`src/rtl/ild_pkg.sv`:
```
// ----------------------------------------------------------------------------
// ild_pkg
// Shared types, codes and helpers for the x86 instruction length decoder.
// ----------------------------------------------------------------------------
`default_nettype none

package ild_pkg;

  localparam int unsigned AddrW = 32;
  localparam int unsigned LenW  = 4;

  typedef enum logic [2:0] {
    KIND_NORMAL = 3'd0,
    KIND_JUMP   = 3'd1,
    KIND_COND   = 3'd2,
    KIND_CALL   = 3'd3,
    KIND_IJUMP  = 3'd4,
    KIND_ICALL  = 3'd5,
    KIND_RET    = 3'd6
  } kind_e;

  typedef struct packed {
    logic [LenW-1:0]  len;
    kind_e            kind;
    logic [3:0]       cond;
    logic             branch;
    logic [AddrW-1:0] disp;
  } dec_t;

  // ModR/M plus SIB plus displacement byte count, 1..6
  function automatic logic [2:0] modrm_len(input logic [7:0] modrm, input logic [7:0] sib);
    logic [1:0] md;
    logic [2:0] rm;
    logic [2:0] n;
    md = modrm[7:6];
    rm = modrm[2:0];
    n  = 3'd1;
    if (md != 2'd3) begin
      if (rm == 3'd4) begin
        n = n + 3'd1;
        if (sib[2:0] == 3'd5 && md == 2'd0) n = n + 3'd4;
      end else if (rm == 3'd5 && md == 2'd0) begin
        n = n + 3'd4;
      end
      if (md == 2'd1) n = n + 3'd1;
      else if (md == 2'd2) n = n + 3'd4;
    end
    return n;
  endfunction

  function automatic logic alu_rm(input logic [7:0] op);
    return (op < 8'h40) && (op[2:0] <= 3'd3);
  endfunction

  function automatic logic alu_i8(input logic [7:0] op);
    return (op < 8'h40) && (op[2:0] == 3'd4);
  endfunction

  function automatic logic alu_iw(input logic [7:0] op);
    return (op < 8'h40) && (op[2:0] == 3'd5);
  endfunction

  function automatic logic rm_common(input logic [7:0] op);
    return alu_rm(op) || (op inside {8'h84, 8'h85, [8'h88:8'h8b], 8'hd0, 8'hd1, 8'hd3});
  endfunction

  function automatic logic rm_imm8(input logic [7:0] op);
    return op inside {8'h6b, 8'h80, 8'h83, 8'hc0, 8'hc1, 8'hc6};
  endfunction

  function automatic logic rm_immw(input logic [7:0] op);
    return op inside {8'h69, 8'h81, 8'hc7};
  endfunction

  function automatic logic [LenW-1:0] ext_len(input logic [2:0] v);
    return {{(LenW-3){1'b0}}, v};
  endfunction

endpackage

`default_nettype wire

```
`src/rtl/ild_decode.sv`:
```
// ----------------------------------------------------------------------------
// ild_decode
// Stage 1: opcode map walk, length, kind, condition and displacement select.
// ----------------------------------------------------------------------------
`default_nettype none

module ild_decode (
  input  wire logic                      clk_i,
  input  wire logic                      rst_ni,
  input  wire logic                      valid_i,
  input  wire logic [ild_pkg::AddrW-1:0] addr_i,
  input  wire logic [7:0]                b0_i,
  input  wire logic [7:0]                b1_i,
  input  wire logic [7:0]                b2_i,
  input  wire logic [7:0]                b3_i,
  input  wire logic [7:0]                b4_i,
  input  wire logic [7:0]                b5_i,
  output logic                           valid_o,
  output logic [ild_pkg::AddrW-1:0]      addr_o,
  output ild_pkg::dec_t                  dec_o
);
  import ild_pkg::*;

  logic       valid_q;
  logic [AddrW-1:0] addr_q;
  dec_t       dec_d, dec_q;
  logic [2:0] r12, r23, r34, r45;
  logic [2:0] reg_f;
  logic [7:0] op, op1;

  assign r12   = modrm_len(b1_i, b2_i);
  assign r23   = modrm_len(b2_i, b3_i);
  assign r34   = modrm_len(b3_i, b4_i);
  assign r45   = modrm_len(b4_i, b5_i);
  assign reg_f = b1_i[5:3];
  assign op    = b0_i;
  assign op1   = b1_i;

  always_comb begin
    dec_d        = '0;
    dec_d.kind   = KIND_NORMAL;
    if ((op inside {[8'h40:8'h5f], 8'h90, 8'h98, 8'h99, 8'hc9, 8'hfc, 8'hfd})) begin
      dec_d.len = 4'd1;
    end else if (alu_i8(op) || (op inside {8'h6a, 8'ha8, [8'hb0:8'hb7], 8'hf3})) begin
      dec_d.len = 4'd2;
    end else if (alu_iw(op) || (op inside {8'h68, [8'ha0:8'ha3], 8'ha9, [8'hb8:8'hbf]})) begin
      dec_d.len = 4'd5;
    end else if (rm_common(op) || (op inside {8'h8d, 8'h8f, 8'hfe})) begin
      dec_d.len = 4'd1 + ext_len(r12);
    end else if (rm_imm8(op)) begin
      dec_d.len = 4'd2 + ext_len(r12);
    end else if (rm_immw(op)) begin
      dec_d.len = 4'd5 + ext_len(r12);
    end else if (op inside {[8'h70:8'h7f]}) begin
      dec_d.len    = 4'd2;
      dec_d.kind   = KIND_COND;
      dec_d.cond   = op[3:0];
      dec_d.branch = 1'b1;
      dec_d.disp   = {{(AddrW-8){b1_i[7]}}, b1_i};
    end else if (op == 8'hc3) begin
      dec_d.len  = 4'd1;
      dec_d.kind = KIND_RET;
    end else if (op == 8'he8 || op == 8'he9) begin
      dec_d.len    = 4'd5;
      dec_d.kind   = (op == 8'he8) ? KIND_CALL : KIND_JUMP;
      dec_d.branch = 1'b1;
      dec_d.disp   = {b4_i, b3_i, b2_i, b1_i};
    end else if (op == 8'heb) begin
      dec_d.len    = 4'd2;
      dec_d.kind   = KIND_JUMP;
      dec_d.branch = 1'b1;
      dec_d.disp   = {{(AddrW-8){b1_i[7]}}, b1_i};
    end else if (op == 8'hf2) begin
      if (b1_i == 8'h0f && (b2_i == 8'h10 || b2_i == 8'h11)) dec_d.len = 4'd3 + ext_len(r34);
    end else if (op == 8'hf6) begin
      dec_d.len = 4'd1 + ext_len(r12) + ((reg_f == 3'd0) ? 4'd1 : 4'd0);
    end else if (op == 8'hf7) begin
      dec_d.len = 4'd1 + ext_len(r12) + ((reg_f == 3'd0) ? 4'd4 : 4'd0);
    end else if (op == 8'hff) begin
      dec_d.len = 4'd1 + ext_len(r12);
      if (reg_f == 3'd2) dec_d.kind = KIND_ICALL;
      else if (reg_f == 3'd4) dec_d.kind = KIND_IJUMP;
    end else if (op == 8'h0f) begin
      // 0F map: ModR/M at byte two
      if (op1 == 8'h31) begin
        dec_d.len = 4'd2;
      end else if (op1 inside {8'h1f, 8'h29, [8'h40:8'h4f], [8'h90:8'h9f], 8'ha3, 8'ha5,
                               8'had, 8'haf, 8'hb6, 8'hb7, 8'hbd, 8'hbe, 8'hbf}) begin
        dec_d.len = 4'd2 + ext_len(r23);
      end else if (op1 inside {8'ha4, 8'hac, 8'hba}) begin
        dec_d.len = 4'd3 + ext_len(r23);
      end else if (op1 inside {[8'h80:8'h8f]}) begin
        dec_d.len    = 4'd6;
        dec_d.kind   = KIND_COND;
        dec_d.cond   = op1[3:0];
        dec_d.branch = 1'b1;
        dec_d.disp   = {b5_i, b4_i, b3_i, b2_i};
      end
    end else if (op == 8'h66) begin
      // operand size prefix map
      if ((op1 inside {[8'h40:8'h4f], 8'h90})) begin
        dec_d.len = 4'd2;
      end else if (alu_i8(op1) || (op1 inside {8'ha8, [8'hb0:8'hb7]})) begin
        dec_d.len = 4'd3;
      end else if (alu_iw(op1) || (op1 inside {8'ha9, [8'hb8:8'hbf]})) begin
        dec_d.len = 4'd4;
      end else if (op1 == 8'ha1 || op1 == 8'ha3) begin
        dec_d.len = 4'd6;
      end else if (rm_common(op1)) begin
        dec_d.len = 4'd2 + ext_len(r23);
      end else if (rm_imm8(op1)) begin
        dec_d.len = 4'd3 + ext_len(r23);
      end else if (rm_immw(op1)) begin
        dec_d.len = 4'd4 + ext_len(r23);
      end else if (op1 == 8'h0f) begin
        if (b2_i inside {8'h1f, [8'h40:8'h4f], 8'haf, 8'hef}) dec_d.len = 4'd3 + ext_len(r34);
      end else if (op1 == 8'hf7) begin
        dec_d.len = 4'd2 + ext_len(r23) + ((b2_i[5:3] == 3'd0) ? 4'd2 : 4'd0);
      end else if (op1 == 8'hff) begin
        dec_d.len = 4'd2 + ext_len(r23);
      end else if (op1 == 8'h2e) begin
        if (b2_i == 8'h0f && b3_i == 8'h1f) dec_d.len = 4'd4 + ext_len(r45);
      end
    end
  end

  always_ff @(posedge clk_i or negedge rst_ni) begin
    if (!rst_ni) begin
      valid_q <= 1'b0;
    end else begin
      valid_q <= valid_i;
    end
  end

  always_ff @(posedge clk_i) begin
    if (valid_i) begin
      dec_q  <= dec_d;
      addr_q <= addr_i;
    end
  end

  assign valid_o = valid_q;
  assign addr_o  = addr_q;
  assign dec_o   = dec_q;

endmodule

`default_nettype wire

```
`src/rtl/ild_target.sv`:
```
// ----------------------------------------------------------------------------
// ild_target
// Stages 2 and 3: address plus length, then plus displacement; result regs.
// ----------------------------------------------------------------------------
`default_nettype none

module ild_target (
  input  wire logic                       clk_i,
  input  wire logic                       rst_ni,
  input  wire logic                       valid_i,
  input  wire logic [ild_pkg::AddrW-1:0]  addr_i,
  input  wire ild_pkg::dec_t              dec_i,
  output logic                            valid_o,
  output logic [ild_pkg::LenW-1:0]        length_o,
  output logic [2:0]                      kind_o,
  output logic [3:0]                      condition_o,
  output logic [ild_pkg::AddrW-1:0]       destination_o,
  output logic                            unsupported_o
);
  import ild_pkg::*;

  logic             v2_q, v3_q;
  dec_t             dec2_q;
  logic [AddrW-1:0] sum2_q;
  logic [LenW-1:0]  len3_q;
  kind_e            kind3_q;
  logic [3:0]       cond3_q;
  logic [AddrW-1:0] dest3_d, dest3_q;
  logic             unsup3_q;

  assign dest3_d = dec2_q.branch ? (sum2_q + dec2_q.disp) : '0;

  always_ff @(posedge clk_i or negedge rst_ni) begin
    if (!rst_ni) begin
      v2_q <= 1'b0;
      v3_q <= 1'b0;
    end else begin
      v2_q <= valid_i;
      v3_q <= v2_q;
    end
  end

  always_ff @(posedge clk_i) begin
    if (valid_i) begin
      dec2_q <= dec_i;
      sum2_q <= addr_i + {{(AddrW-LenW){1'b0}}, dec_i.len};
    end
    if (v2_q) begin
      len3_q   <= dec2_q.len;
      kind3_q  <= dec2_q.kind;
      cond3_q  <= dec2_q.cond;
      dest3_q  <= dest3_d;
      unsup3_q <= (dec2_q.len == '0);
    end
  end

  assign valid_o       = v3_q;
  assign length_o      = len3_q;
  assign kind_o        = unsup3_q ? KIND_NORMAL : kind3_q;
  assign condition_o   = unsup3_q ? 4'd0 : cond3_q;
  assign destination_o = unsup3_q ? '0 : dest3_q;
  assign unsupported_o = unsup3_q;

  a_unsup_len : assert property (@(posedge clk_i) disable iff (!rst_ni)
    valid_o |-> (unsupported_o == (length_o == '0)))
    else $error("unsupported flag disagrees with length");

  a_dest_nonbranch : assert property (@(posedge clk_i) disable iff (!rst_ni)
    valid_o && kind_o != KIND_JUMP && kind_o != KIND_COND && kind_o != KIND_CALL
      |-> destination_o == '0)
    else $error("destination set for a non-branch item");

  a_cond_only_jcc : assert property (@(posedge clk_i) disable iff (!rst_ni)
    valid_o && kind_o != KIND_COND |-> condition_o == 4'd0)
    else $error("condition set outside conditional jump");

  a_latency : assert property (@(posedge clk_i) disable iff (!rst_ni)
    valid_o |-> $past(valid_i, 2))
    else $error("result without an item two stages back");

endmodule

`default_nettype wire

```
`src/rtl/x86_instruction_length_decoder_core.sv`:
```
// ----------------------------------------------------------------------------
// x86_instruction_length_decoder_core
// Length, branch kind and direct target of a 32-bit x86 instruction.
//
//   channel | ports                                         | handshake
//   --------+-----------------------------------------------+---------------
//   item in | instruction_address_i, byte_zero_i..byte_five_i | start_i, busy_o
//   result  | length_o, kind_o, condition_o, destination_o,  | valid_o strobe
//           | unsupported_o                                  |
//
// Three register stages: decode, address plus length, plus displacement.
// One item per cycle; busy_o is always low.
// valid_o is high for one cycle per item, in order.
// rst_ni clears the stage valid bits only; payload registers are not reset.
// ----------------------------------------------------------------------------
`default_nettype none

module x86_instruction_length_decoder_core (
  input  wire logic                      clk_i,
  input  wire logic                      rst_ni,
  input  wire logic                      start_i,
  output logic                           busy_o,
  input  wire logic [ild_pkg::AddrW-1:0] instruction_address_i,
  input  wire logic [7:0]                byte_zero_i,
  input  wire logic [7:0]                byte_one_i,
  input  wire logic [7:0]                byte_two_i,
  input  wire logic [7:0]                byte_three_i,
  input  wire logic [7:0]                byte_four_i,
  input  wire logic [7:0]                byte_five_i,
  output logic                           valid_o,
  output logic [ild_pkg::LenW-1:0]       length_o,
  output logic [2:0]                     kind_o,
  output logic [3:0]                     condition_o,
  output logic [ild_pkg::AddrW-1:0]      destination_o,
  output logic                           unsupported_o
);
  import ild_pkg::*;

  logic             s1_valid;
  logic [AddrW-1:0] s1_addr;
  dec_t             s1_dec;

  assign busy_o = 1'b0;

  ild_decode u_decode (
    .clk_i   (clk_i),
    .rst_ni  (rst_ni),
    .valid_i (start_i && !busy_o),
    .addr_i  (instruction_address_i),
    .b0_i    (byte_zero_i),
    .b1_i    (byte_one_i),
    .b2_i    (byte_two_i),
    .b3_i    (byte_three_i),
    .b4_i    (byte_four_i),
    .b5_i    (byte_five_i),
    .valid_o (s1_valid),
    .addr_o  (s1_addr),
    .dec_o   (s1_dec)
  );

  ild_target u_target (
    .clk_i         (clk_i),
    .rst_ni        (rst_ni),
    .valid_i       (s1_valid),
    .addr_i        (s1_addr),
    .dec_i         (s1_dec),
    .valid_o       (valid_o),
    .length_o      (length_o),
    .kind_o        (kind_o),
    .condition_o   (condition_o),
    .destination_o (destination_o),
    .unsupported_o (unsupported_o)
  );

endmodule

`default_nettype wire
```
`config.mk`:
```
export PLATFORM = sky130hd
export DESIGN_NAME = x86_instruction_length_decoder_core
export DESIGN_NICKNAME = d
export VERILOG_FILES = /design/src/rtl/ild_pkg.sv /design/src/rtl/ild_decode.sv /design/src/rtl/ild_target.sv /design/src/rtl/x86_instruction_length_decoder_core.sv
export SDC_FILE = /design/constraint.sdc
export NUM_CORES = 1
export LEC_CHECK = 0
export ABC_AREA = 1
export BUFFER_PORTS_ARGS = -buffer_cell sky130_fd_sc_hd__buf_2
export CORE_MARGIN = 3
export CORE_UTILIZATION = 48
export CTS_BUF_LIST = sky130_fd_sc_hd__clkbuf_16
export CTS_CLUSTER_DIAMETER = 200
export CTS_CLUSTER_SIZE = 30
export DETAILED_ROUTE_END_ITERATION = 10
export GPL_ROUTABILITY_DRIVEN = 0
export MAX_ROUTING_LAYER = met4
export PLACE_DENSITY = 0.77
export SYNTH_ARGS = -nofsm -noshare
export SYNTH_HDL_FRONTEND = slang
export SYNTH_SLANG_ARGS = --single-unit
export TNS_END_PERCENT = 5
```
`constraint.sdc`:
```
create_clock -name clk_i -period 5.2 [get_ports clk_i]
set_input_delay 1.56 -clock clk_i [delete_from_list [all_inputs] [get_ports clk_i]]
set_output_delay 1.56 -clock clk_i [all_outputs]
set_load 0.05 [all_outputs]
```
# --- After elaboration in Yosys (flattened, before gate mapping) ---
# Cells that the tools add are included.
totals:
  inputBits: 83
  output_inout_bits: 46
  ff_bits: 199
  word_cells: 358
classes:
  reduce_logical: 67
  n_lt_le_gt_ge: 30
  mux: 109
  n_addsub: 21
  n_eq_ne: 107
ops:
  columns: ["cell", "count"]
  rows:
  - ["$mux 44", 19]
  - ["$mux 40", 15]
  - ["$eq 8x8->1 const B", 64]
  - ["$mux 4", 28]
  - ["$mux 3", 33]
  - ["$mux 37", 2]
  - ["$ge 8x8->1 const B", 9]
  - ["$le 8x8->1 const B", 9]
  - ["$mux 33", 2]
  - ["$eq 8x7->1 const B", 7]
  - ["$mux 43", 1]
  - ["$eq 8x5->1 const B", 5]
  - ["$eq 3x3->1 const B", 12]
  - ["$add 32x32->32", 1]
  - ["$add 32x4->32", 1]
  - ["$ge 8x7->1 const B", 4]
  - ["$le 8x7->1 const B", 4]
  - ["$mux 32", 1]
  - ["$logic_and 1x1->1", 29]
  - ["$mux 7", 4]
  - ["$eq 8x4->1 const B", 3]
  - ["$eq 8x6->1 const B", 3]
  - ["$reduce_bool 6->1", 4]
  - ["$add 2x3->4 const A", 4]
  - ["27 further kinds", 70]

# --- Depth between registers and ports, before layout ---
# Gate-level depths: netlist (run 1).
depth:
  ltp_word: 46
  mapped_depth: 23
  mapped_depth_nobuf: 23

# --- Modules after synthesis ---
# Synthesis (run 1) repeated with hierarchy kept, for this count alone.
hier_totals:
  hier_cells: 1580
  area_unflattened_um2: 12645.9
modules_own_cells:
  columns: ["mod", "seq_area_each_um2", "area_each_um2", "n_inst", "cells_per_inst"]
  rows:
  - ["ild_target", 3653.5, 7408.4, 1, 887]
  - ["ild_decode", 2307.2, 5226.3, 1, 691]
  - ["x86_instruction_length_decoder_core", 0.0, 11.3, 1, 2]

# --- Worst setup path before layout (run 1) ---
# No wires, ideal clock.
synth_timing:
  path_type: "in2reg"
  startpoint: "input port byte_one_i[0]"
  endpoint: "register u_decode.dec_q, in the netlist u_decode.dec_o[42] (data pin)"
  path_stages: 20
  required_time_ps: 4946
  path_buffers: 0
  setup_time_ps: 254
  path_slack_ps: 1320
  arrival_ps: 3626
  cell_sequence: "inv_1 -> nand2_1 -> nor2_2 -> inv_1 -> o21ai_2 -> inv_2 -> a21oi_2 -> inv_2 -> ha_1 -> nand2_1 -> nand2_2 -> ha_1 -> o221ai_1 -> inv_1 -> nand2_1 -> nand2_1 -> nand2_1 -> nand3_1 -> nand2_1 -> nand2_1"
synth_between:
  elab_chain_cells: 37
  word_cells_on_any_way: 137
  cone_classes: "add/sub (7); order compare (14); eq/ne (39); mux (54); reduce/logical (23)"
synth_rtl:
  columns: ["element", "line", "rtl"]
  rows:
  - ["from (decl)", "x86_instruction_length_decoder_core.sv:25", "input wire logic [7:0] byte_one_i,"]
  - ["$ge 8x8->1 or $le 8x8->1 (tied branches)", "ild_decode.sv:92", "end else if (op1 inside {[8'h80:8'h8f]}) begin"]
  - ["$logic_and 1x1->1", "ild_decode.sv:92", null]
  - ["$mux 43", "ild_decode.sv:92", null]
  - ["$mux 44", "ild_decode.sv:90", "end else if (op1 inside {8'ha4, 8'hac, 8'hba}) begin"]
  - ["$mux 44", "ild_decode.sv:87", "end else if (op1 inside {8'h1f, 8'h29, [8'h40:8'h4f], [8'h90:8'h9f], 8'ha3, 8'ha5,"]
  - ["$mux 44", "ild_decode.sv:85", "if (op1 == 8'h31) begin"]
  - ["$mux 44", "ild_decode.sv:83", "end else if (op == 8'h0f) begin"]
  - ["$mux 44", "ild_decode.sv:79", "end else if (op == 8'hff) begin"]
  - ["[... 21 more ...]", null, null]
  - ["$mux 7", "ild_decode.sv:68", "end else if (op == 8'heb) begin"]
  - ["$mux 7", "ild_decode.sv:63", "end else if (op == 8'he8 || op == 8'he9) begin"]
  - ["$mux 7", "ild_decode.sv:60", "end else if (op == 8'hc3) begin"]
  - ["$mux 44", "ild_decode.sv:54", "end else if (op inside {[8'h70:8'h7f]}) begin"]
  - ["$mux 4", "ild_decode.sv:52", "end else if (rm_immw(op)) begin"]
  - ["$mux 4", "ild_decode.sv:50", "end else if (rm_imm8(op)) begin"]
  - ["$mux 4 (*)", "ild_decode.sv:48", "end else if (rm_common(op) || (op inside {8'h8d, 8'h8f, 8'hfe})) begin"]
  - ["$mux 3 (*)", "ild_decode.sv:46", "end else if (alu_iw(op) || (op inside {8'h68, [8'ha0:8'ha3], 8'ha9, [8'hb8:8'hbf]})) begin"]
  - ["to (signal assigned)", "ild_decode.sv:137", "dec_q <= dec_d;"]
  - ["to (decl)", "ild_decode.sv:26", "dec_t dec_d, dec_q;"]
# Every way passes the cells marked *; elsewhere a longest branch is shown, timed or not. The select of a mux whose other input is x is not followed.
# A chain may end at the register's enable or synchronous reset.

# --- Worst setup path in the final report (run 1) ---
# Ends and elaborated chain as after synthesis.

==> results of run 1 <==
critical path, cell delays in order:
cell and delay, ns:
sky130_fd_sc_hd__buf_2 0.13, sky130_fd_sc_hd__inv_1 0.12, sky130_fd_sc_hd__nand2_1 0.10, sky130_fd_sc_hd__nor2_2 0.19, sky130_fd_sc_hd__inv_1 0.08, sky130_fd_sc_hd__o21ai_2 0.21, sky130_fd_sc_hd__inv_2 0.06, sky130_fd_sc_hd__a21oi_2 0.23
sky130_fd_sc_hd__inv_2 0.10, sky130_fd_sc_hd__ha_1 0.20, sky130_fd_sc_hd__nand2_1 0.10, sky130_fd_sc_hd__nand2_2 0.10, sky130_fd_sc_hd__ha_1 0.30, sky130_fd_sc_hd__o221ai_1 0.19, sky130_fd_sc_hd__inv_1 0.07, sky130_fd_sc_hd__nand2_1 0.07
sky130_fd_sc_hd__nand2_1 0.04, sky130_fd_sc_hd__nand2_1 0.06, sky130_fd_sc_hd__nand3_1 0.07, sky130_fd_sc_hd__nand2_1 0.10, sky130_fd_sc_hd__nand2_1 0.05
synthesized netlist by cell type (7+ instances only):
cell type	number	area share
sky130_fd_sc_hd__a21oi_1	111	0.049
sky130_fd_sc_hd__buf_2	9	0.0039
sky130_fd_sc_hd__clkbuf_1	10	0.0033
sky130_fd_sc_hd__edfxtp_1	196	0.51
sky130_fd_sc_hd__ha_1	46	0.050
sky130_fd_sc_hd__inv_1	198	0.065
sky130_fd_sc_hd__inv_2	7	0.0023
sky130_fd_sc_hd__nand2_1	218	0.071
sky130_fd_sc_hd__nand3_1	53	0.023
sky130_fd_sc_hd__nand4_1	16	0.0087
sky130_fd_sc_hd__nor2_1	202	0.066
sky130_fd_sc_hd__nor3_1	14	0.0061
sky130_fd_sc_hd__o211ai_1	9	0.0059
sky130_fd_sc_hd__o21a_1	10	0.0066
sky130_fd_sc_hd__o21ai_0	75	0.033
sky130_fd_sc_hd__o221ai_1	7	0.0054
sky130_fd_sc_hd__o22ai_1	7	0.0038
sky130_fd_sc_hd__xnor2_1	10	0.0076
sky130_fd_sc_hd__xor2_1	23	0.018
sequential cells by signal (all words and copies together), names as in the netlist:
| name | count |
|---|---|
| u_target.valid_o | 1 |
| u_decode.dec_o | 44 |
| u_target.dec2_q | 44 |
| u_target.dest3_q | 32 |
| u_target.sum2_q | 32 |
| u_target.v2_q | 1 |
| u_target.cond3_q | 4 |
| u_target.unsupported_o | 1 |
| u_decode.addr_o | 32 |
| u_target.kind3_q | 3 |
| u_decode.valid_o | 1 |
| u_target.length_o | 4 |
final cells by class:
cell class / count / area [sq um]
clock buffer: 17 / 425.4
clock inverter: 15 / 153.9
fill: 2032 / 10050
inverter: 206 / 773.2
multi-input combinational: 870 / 4623
sequential: 199 / 5963
tap: 313 / 391.6
timing repair buffer: 132 / 673.1
metal layers:
metal | vias to the layer above | share of wire
li1 | 4637 | -
met1 | 4236 | 0.44
met2 | 448 | 0.45
met3 | 85 | 0.075
met4 | 0 | 0.036
met5 | - | 0
worst paths after layout:
path                                    start                  end
setup / recovery                byte_one_i[0]   u_decode.dec_o[42]
hold / removal             u_decode.dec_o[15]  u_target.dec2_q[15]
setup reg to reg           u_decode.dec_o[40]  u_target.sum2_q[30]
hold reg to reg            u_decode.dec_o[15]  u_target.dec2_q[15]
max in group asynchronous              rst_ni        u_target.v2_q
min in group asynchronous              rst_ni     u_target.valid_o
power groups by stage:
stage | logic [mW] | registers [mW] | clock network [mW]
2_1_floorplan | 0.558 | 2.02 | 0
3_3_place_gp | 0.756 | 2.04 | 0
3_5_place_dp | 0.772 | 2.04 | 0
4_1_cts | 0.780 | 2.01 | 1.30
5_1_grt | 0.881 | 2.02 | 1.37
6_report | 0.788 | 2.01 | 1.28
kinds of logic after synthesis:
group / Yosys count / share of synthesized area
AOI/OAI and AO/OA: 250 / 0.1228
xor gates and xnor gates: 33 / 0.02524
adders and majority gates: 49 / 0.05550
buffers and inverters: 227 / 0.07582
DFF: 199 / 0.5205
other: 1 / 0.0003274
and+or+nand+nor: 537 / 0.1998
metrics by stage:
stage / hold slack (ns) / area, sq um / worst slack, ns
6_report: 0.4194 / 13000 / 1.275
3_3_place_gp: 0.4016 / 12420 / 0.9855
3_5_place_dp: 0.4045 / 12420 / 0.8861
2_1_floorplan: 0.4003 / 11450 / 1.320
4_1_cts: 0.4152 / 13000 / 1.349
5_1_grt: 0.4214 / 13000 / 1.061
==> metrics.txt, run 1 <==
# TYPE chip_impl_metric gauge
chip_impl_metric{name="p_leak",unit="nW"} 5.656
chip_impl_metric{name="utilization",unit=""} 0.5641
chip_impl_metric{name="synthesized_area",unit="sq um"} 11450
chip_impl_metric{name="grt_max_degree",unit=""} 78
chip_impl_metric{name="cts_buffer_depth",unit=""} 2
chip_impl_metric{name="fmax",unit="MHz"} 254.8
chip_impl_metric{name="post_drt_via_cell_ratio",unit=""} 5.369
chip_impl_metric{name="routed_wl",unit="um"} 26880
chip_impl_metric{name="cp.arrival",unit="ns"} 4.11
chip_impl_metric{name="report.power.total",unit="mW"} 4.076
chip_impl_metric{name="final-hold-violation-count",unit=""} 0
chip_impl_info{name="cts_tree",value="done"} 1
chip_impl_metric{name="grt_remaining_overflow",unit=""} 0
chip_impl_metric{name="layout.cells.non_filler",unit=""} 1752
chip_impl_metric{name="vdd_ir_drop_max",unit="mV"} 0.2344
chip_impl_metric{name="powerDensity",unit="nW/um^2"} 313.5
chip_impl_metric{name="antenna-diode-count",unit=""} 0
chip_impl_metric{name="clock_insertion_delay_worst_skew",unit="ns"} 0.43
chip_impl_metric{name="power.share.switching",unit=""} 0.2983
chip_impl_metric{name="route.detailed.drc",unit=""} 0
chip_impl_metric{name="synthesized_instance_count",unit=""} 1296
chip_impl_metric{name="synthesis.nets",unit=""} 1428
chip_impl_info{name="min_path_type",value="reg -> reg"} 1
chip_impl_metric{name="finalWorstPathRequiredPeriod",unit="ns"} 3.925
chip_impl_metric{name="place.detailed.hpwl",unit="um"} 20850
chip_impl_metric{name="htree_levels",unit=""} 4
chip_impl_metric{name="required",unit="ns"} 5.39
chip_impl_info{name="mostFrequentLayoutCell",value="sky130_fd_sc_hd__nand2_1"} 1
chip_impl_metric{name="number_of_instances_in_the_placed_design",unit=""} 1720
chip_impl_metric{name="antenna_left",unit=""} 0
chip_impl_metric{name="via_count",unit=""} 9406
chip_impl_metric{name="slew_limit_headroom",unit=""} 0.3672
chip_impl_metric{name="share_seq_of_total_power",unit=""} 0.493
chip_impl_metric{name="dieArea",unit="sq um"} 25750
chip_impl_metric{name="grt_first_pass_wirelength",unit="um"} 43240
chip_impl_metric{name="number_of_drc_violations_after_detailed_routing_iteration_0",unit=""} 893
chip_impl_metric{name="path_clk_slew",unit="ns"} 0.07
chip_impl_metric{name="slew_viol_final",unit=""} 0
chip_impl_metric{name="vertical_extent_of_the_die",unit="um"} 160.5
chip_impl_info{name="ys_dominant_reg_cell",value="sky130_fd_sc_hd__edfxtp_1"} 1
chip_impl_metric{name="synth-seq-cells",unit=""} 199
chip_impl_metric{name="firstDrtPassIters",unit=""} 5
chip_impl_metric{name="tritoncts_num_sinks",unit=""} 199
chip_impl_info{name="setup.worst_path.class",value="in -> reg"} 1
chip_impl_metric{name="finClkSkew",unit="ns"} 0.01234
chip_impl_info{name="layout_common_cells",value="218 x sky130_fd_sc_hd__nand2_1, 202 x sky130_fd_sc_hd__nor2_1, 198 x sky130_fd_sc_hd__inv_1, 196 x sky130_fd_sc_hd__edfxtp_1, 127 x sky130_fd_sc_hd__buf_2"} 1
chip_impl_metric{name="critical_path.max_fanout",unit=""} 6
chip_impl_metric{name="async_sr_flop_fraction",unit=""} 0.01508
chip_impl_metric{name="post_cts.repair.setup_buffers",unit=""} 0
chip_impl_info{name="clock-root-buffer",value="sky130_fd_sc_hd__clkbuf_16"} 1
chip_impl_info{name="status",value="finished clean"} 1
chip_impl_metric{name="r2r.worst_path.cells",unit=""} 16
chip_impl_metric{name="finish.net_count",unit=""} 1558
chip_impl_metric{name="use_met3",unit=""} 0.03611
chip_impl_metric{name="port-buffer-count",unit=""} 127
chip_impl_info{name="globalRoute.busiestLayer",value="met2"} 1
chip_impl_metric{name="groute.layer.met1.usage",unit=""} 0.2837
chip_impl_metric{name="synthToLayoutAreaGrowth",unit="%"} 13.55
chip_impl_metric{name="ys_seq_area_frac",unit=""} 0.5205
chip_impl_metric{name="synth.avg_cell_area",unit="sq um"} 8.837
chip_impl_metric{name="final_layout_size_suffix_gt1_frac",unit=""} 0.1362
chip_impl_metric{name="dieWidth",unit="um"} 160.5
chip_impl_metric{name="p_int",unit="mW"} 2.860
chip_impl_metric{name="post_synth_edffs",unit=""} 196
chip_impl_metric{name="finalCritPeriodShare",unit=""} 0.7549
chip_impl_metric{name="power.switching",unit="mW"} 1.216
chip_impl_metric{name="global_route.usage.total",unit=""} 0.2144
chip_impl_info{name="end_kind",value="register"} 1
chip_impl_metric{name="wl_per_cell",unit="um"} 15.34
chip_impl_metric{name="globalRouteMet2Util",unit=""} 0.3303
chip_impl_metric{name="core_area",unit="sq um"} 23050
chip_impl_metric{name="finalSetupViolations",unit=""} 0
chip_impl_metric{name="ctsResizeCount",unit=""} 0
chip_impl_metric{name="reg2reg_slack",unit="ns"} 2.30
chip_impl_metric{name="hold-path-cell-count",unit=""} 0
chip_impl_info{name="unrepaired_setup_endpoints_after_global_routing",value="false"} 1
chip_impl_metric{name="synth_cell_types",unit=""} 53
chip_impl_info{name="cp-start-kind",value="input port"} 1
chip_impl_metric{name="synth_warnings",unit=""} 0
chip_impl_metric{name="first_global_vias",unit=""} 8820
chip_impl_metric{name="cts-hold-fix-buffers",unit=""} 0
chip_impl_metric{name="cts-buffers-inserted",unit=""} 17
chip_impl_metric{name="number_of_antenna_violations_at_the_first_check_in_global_routing",unit=""} 0
chip_impl_metric{name="setup_tns",unit="ns"} 0
chip_impl_metric{name="initial_utilization",unit=""} 0.4968
chip_impl_metric{name="io-pin-count",unit=""} 129
chip_impl_metric{name="p_clk_frac",unit=""} 0.314
chip_impl_metric{name="combinationalPowerShare",unit=""} 0.193
chip_impl_metric{name="rows",unit=""} 55
chip_impl_metric{name="max_slew.worst_pin.slew",unit="ns"} 0.9492
chip_impl_metric{name="maxCapViolCount",unit=""} 0
(Power assumes the default switching activity.)
==> run 2: changes to the inputs <==
Clock period 5.2 ns to 4 ns, I/O delays scaled along.
==> run 2 against run 1 <==
  * Clock skew shrank 0.0020 ns
  * First-iteration DRC count rose by 18%
  * Register-to-register slack worse by 1.2 ns
  * Global-route usage down 0.33 points
  * Clock-buffer cell count unchanged
  * Critical path type unchanged
  * Critical endpoint unchanged
  * Highest routed layer unchanged
==> metrics.txt, run 2 (same netlist as run 1, synthesis figures left out) <==
# TYPE chip_impl_metric gauge
chip_impl_metric{name="setup_tns",unit="ns"} 0
chip_impl_metric{name="antenna_left",unit=""} 0
chip_impl_metric{name="synthToLayoutAreaGrowth",unit="%"} 13.74
chip_impl_metric{name="clock_insertion_delay_worst_skew",unit="ns"} 0.43
chip_impl_metric{name="final_layout_size_suffix_gt1_frac",unit=""} 0.1387
chip_impl_info{name="worst_r2r_startpoint",value="u_decode.dec_o[40]"} 1
chip_impl_metric{name="vertical_extent_of_the_die",unit="um"} 160.5
chip_impl_metric{name="route.detailed.drc",unit=""} 0
chip_impl_metric{name="htree_levels",unit=""} 4
chip_impl_metric{name="tritoncts_num_sinks",unit=""} 199
chip_impl_metric{name="register_area",unit="sq um"} 5963
chip_impl_info{name="cts_tree",value="done"} 1
chip_impl_metric{name="grt_first_pass_wirelength",unit="um"} 42560
chip_impl_metric{name="post_cts.repair.setup_buffers",unit=""} 0
chip_impl_metric{name="required",unit="ns"} 4.18
chip_impl_metric{name="initial_utilization",unit=""} 0.4968
chip_impl_metric{name="core_area",unit="sq um"} 23050
chip_impl_metric{name="number_of_drc_violations_after_detailed_routing_iteration_0",unit=""} 1052
chip_impl_info{name="min_path_type",value="reg -> reg"} 1
chip_impl_metric{name="nFillCells",unit=""} 1994
chip_impl_metric{name="finClkSkew",unit="ns"} 0.01036
chip_impl_metric{name="worst_slack_at_placement",unit="ns"} 0.1047
chip_impl_metric{name="rows",unit=""} 55
chip_impl_metric{name="dieWidth",unit="um"} 160.5
chip_impl_metric{name="cp.arrival",unit="ns"} 3.67
chip_impl_metric{name="critical_path.max_fanout",unit=""} 7
chip_impl_metric{name="slew_viol_final",unit=""} 0
chip_impl_metric{name="cts_buffer_depth",unit=""} 2
chip_impl_info{name="timing.hold.worst.start",value="u_decode.dec_o[29]"} 1
chip_impl_info{name="mostFrequentLayoutCell",value="sky130_fd_sc_hd__nand2_1"} 1
chip_impl_metric{name="place.detailed.hpwl",unit="um"} 20800
chip_impl_metric{name="routed_wl",unit="um"} 26750
chip_impl_metric{name="finish.net_count",unit=""} 1562
chip_impl_metric{name="finalSetupViolations",unit=""} 0
chip_impl_metric{name="via_count",unit=""} 9441
chip_impl_metric{name="r2r.worst_path.cells",unit=""} 16
chip_impl_metric{name="dieArea",unit="sq um"} 25750
chip_impl_info{name="end_kind",value="register"} 1
chip_impl_metric{name="slew_limit_headroom",unit=""} 0.3764
chip_impl_metric{name="first_global_vias",unit=""} 8770
chip_impl_metric{name="p_leak",unit="nW"} 5.662
chip_impl_metric{name="vdd_ir_drop_max",unit="mV"} 0.2948
chip_impl_metric{name="finalCritPeriodShare",unit=""} 0.8734
chip_impl_info{name="layout_common_cells",value="218 x sky130_fd_sc_hd__nand2_1, 202 x sky130_fd_sc_hd__nor2_1, 198 x sky130_fd_sc_hd__inv_1, 196 x sky130_fd_sc_hd__edfxtp_1, 127 x sky130_fd_sc_hd__buf_2"} 1
chip_impl_metric{name="post_drt_via_cell_ratio",unit=""} 5.379
chip_impl_metric{name="wl_per_cell",unit="um"} 15.24
chip_impl_metric{name="cts-hold-fix-buffers",unit=""} 0
chip_impl_info{name="cp-start-kind",value="input port"} 1
chip_impl_metric{name="path_clk_slew",unit="ns"} 0.07
chip_impl_metric{name="cts-buffers-inserted",unit=""} 17
chip_impl_metric{name="final-hold-violation-count",unit=""} 0
chip_impl_metric{name="finalWorstSetupSlack",unit="ns"} 0.5063
chip_impl_metric{name="port-buffer-count",unit=""} 127
chip_impl_metric{name="finalWorstPathRequiredPeriod",unit="ns"} 3.494
chip_impl_info{name="setup.worst_path.class",value="in -> reg"} 1
chip_impl_info{name="clock-root-buffer",value="sky130_fd_sc_hd__clkbuf_16"} 1
chip_impl_metric{name="hold-path-cell-count",unit=""} 0
chip_impl_metric{name="multi_input_comb_area",unit="sq um"} 4623
chip_impl_metric{name="maxCapViolCount",unit=""} 0
chip_impl_metric{name="reg2reg_slack",unit="ns"} 1.05
chip_impl_info{name="regToRegEndpoint",value="u_target.sum2_q[30]"} 1
chip_impl_metric{name="global_route.usage.total",unit=""} 0.2111
chip_impl_metric{name="number_of_antenna_violations_at_the_first_check_in_global_routing",unit=""} 0
chip_impl_metric{name="io-pin-count",unit=""} 129
chip_impl_info{name="unrepaired_setup_endpoints_after_global_routing",value="false"} 1
chip_impl_metric{name="max_slew.worst_pin.slew",unit="ns"} 0.9291
chip_impl_metric{name="grt_remaining_overflow",unit=""} 0
chip_impl_metric{name="powerDensity",unit="nW/um^2"} 401.0
chip_impl_metric{name="ctsResizeCount",unit=""} 0
chip_impl_info{name="status",value="finished clean"} 1
chip_impl_metric{name="firstDrtPassIters",unit=""} 6
chip_impl_metric{name="grt_max_degree",unit=""} 78
chip_impl_metric{name="antenna-diode-count",unit=""} 0
chip_impl_info{name="min_to",value="u_target.dec2_q[29]"} 1
chip_impl_metric{name="fmax",unit="MHz"} 286.2
chip_impl_metric{name="report.power.total",unit="mW"} 5.224
## run 2: worst max-delay path by stage
| stage | from | endpoint | slack (ns) | cells after the start |
|---|---|---|---|---|
| 3_3_place_gp | byte_two_i[1] | u_decode.dec_o[42] | 0.20 | 21 |
| 2_1_floorplan | byte_one_i[0] | u_decode.dec_o[42] | 0.48 | 20 |
| 3_5_place_dp | byte_two_i[1] | u_decode.dec_o[42] | 0.10 | 21 |
| 4_1_cts | byte_two_i[1] | u_decode.dec_o[42] | 0.57 | 21 |
| 5_1_grt | byte_two_i[2] | u_decode.dec_o[42] | 0.26 | 22 |
| 6_report | byte_two_i[1] | u_decode.dec_o[42] | 0.51 | 21 |
## run 2: final cells by class
type,instances,area share
multi-input cells,870,0.3549
repair buffers,136,0.05494
flip-flops and latches,199,0.4578
well taps,313,0.03006
clock buffers,17,0.03266
clock inverters,14,0.01028
inverters,206,0.05936
## run 2: stage by stage
step,std cells,hold slack (ns),instance area (sq um),util
2_1_floorplan,1296,0.4003,11450,-
3_3_place_gp,1724,0.4007,12470,0.5408
3_5_place_dp,1724,0.4045,12470,0.5408
4_1_cts,1755,0.4156,13030,0.5650
5_1_grt,1755,0.4243,13030,0.5650
6_report,1755,0.4165,13030,0.5650
## run 2: where the power goes
part | switching [mW] | internal [mW] | total, mW
Combinational | 0.707 | 0.321 | 1.03
Sequential | 0.0949 | 2.51 | 2.61
Clock | 0.767 | 0.821 | 1.59
## run 2: worst max-delay path, cell delays in order
cell and delay (ns):
sky130_fd_sc_hd__buf_2 0.15, sky130_fd_sc_hd__nor3_1 0.27, sky130_fd_sc_hd__nand2_1 0.13, sky130_fd_sc_hd__nand2_1 0.21, sky130_fd_sc_hd__inv_1 0.13, sky130_fd_sc_hd__ha_1 0.23
sky130_fd_sc_hd__fa_1 0.43, sky130_fd_sc_hd__nand2_1 0.07, sky130_fd_sc_hd__o21ai_0 0.08, sky130_fd_sc_hd__nor2_1 0.11, sky130_fd_sc_hd__nand3_1 0.08, sky130_fd_sc_hd__nand2_1 0.07
sky130_fd_sc_hd__nand2_1 0.05, sky130_fd_sc_hd__nand2_1 0.05, sky130_fd_sc_hd__nand2_1 0.04, sky130_fd_sc_hd__nand2_1 0.05, sky130_fd_sc_hd__nand2_1 0.05, sky130_fd_sc_hd__nand2_1 0.05
sky130_fd_sc_hd__nand3_1 0.06, sky130_fd_sc_hd__nand2_1 0.10, sky130_fd_sc_hd__nand2_1 0.05
## run 2: routing by layer
layer | global-route usage | wire length, um | up-vias
li1 | - | - | 4632
met1 | 0.2778 | 11410 | 4267
met2 | 0.3247 | 12250 | 473
met3 | 0.04024 | 2269 | 69
met4 | 0.08402 | 818 | 0
met5 | - | 0 | -
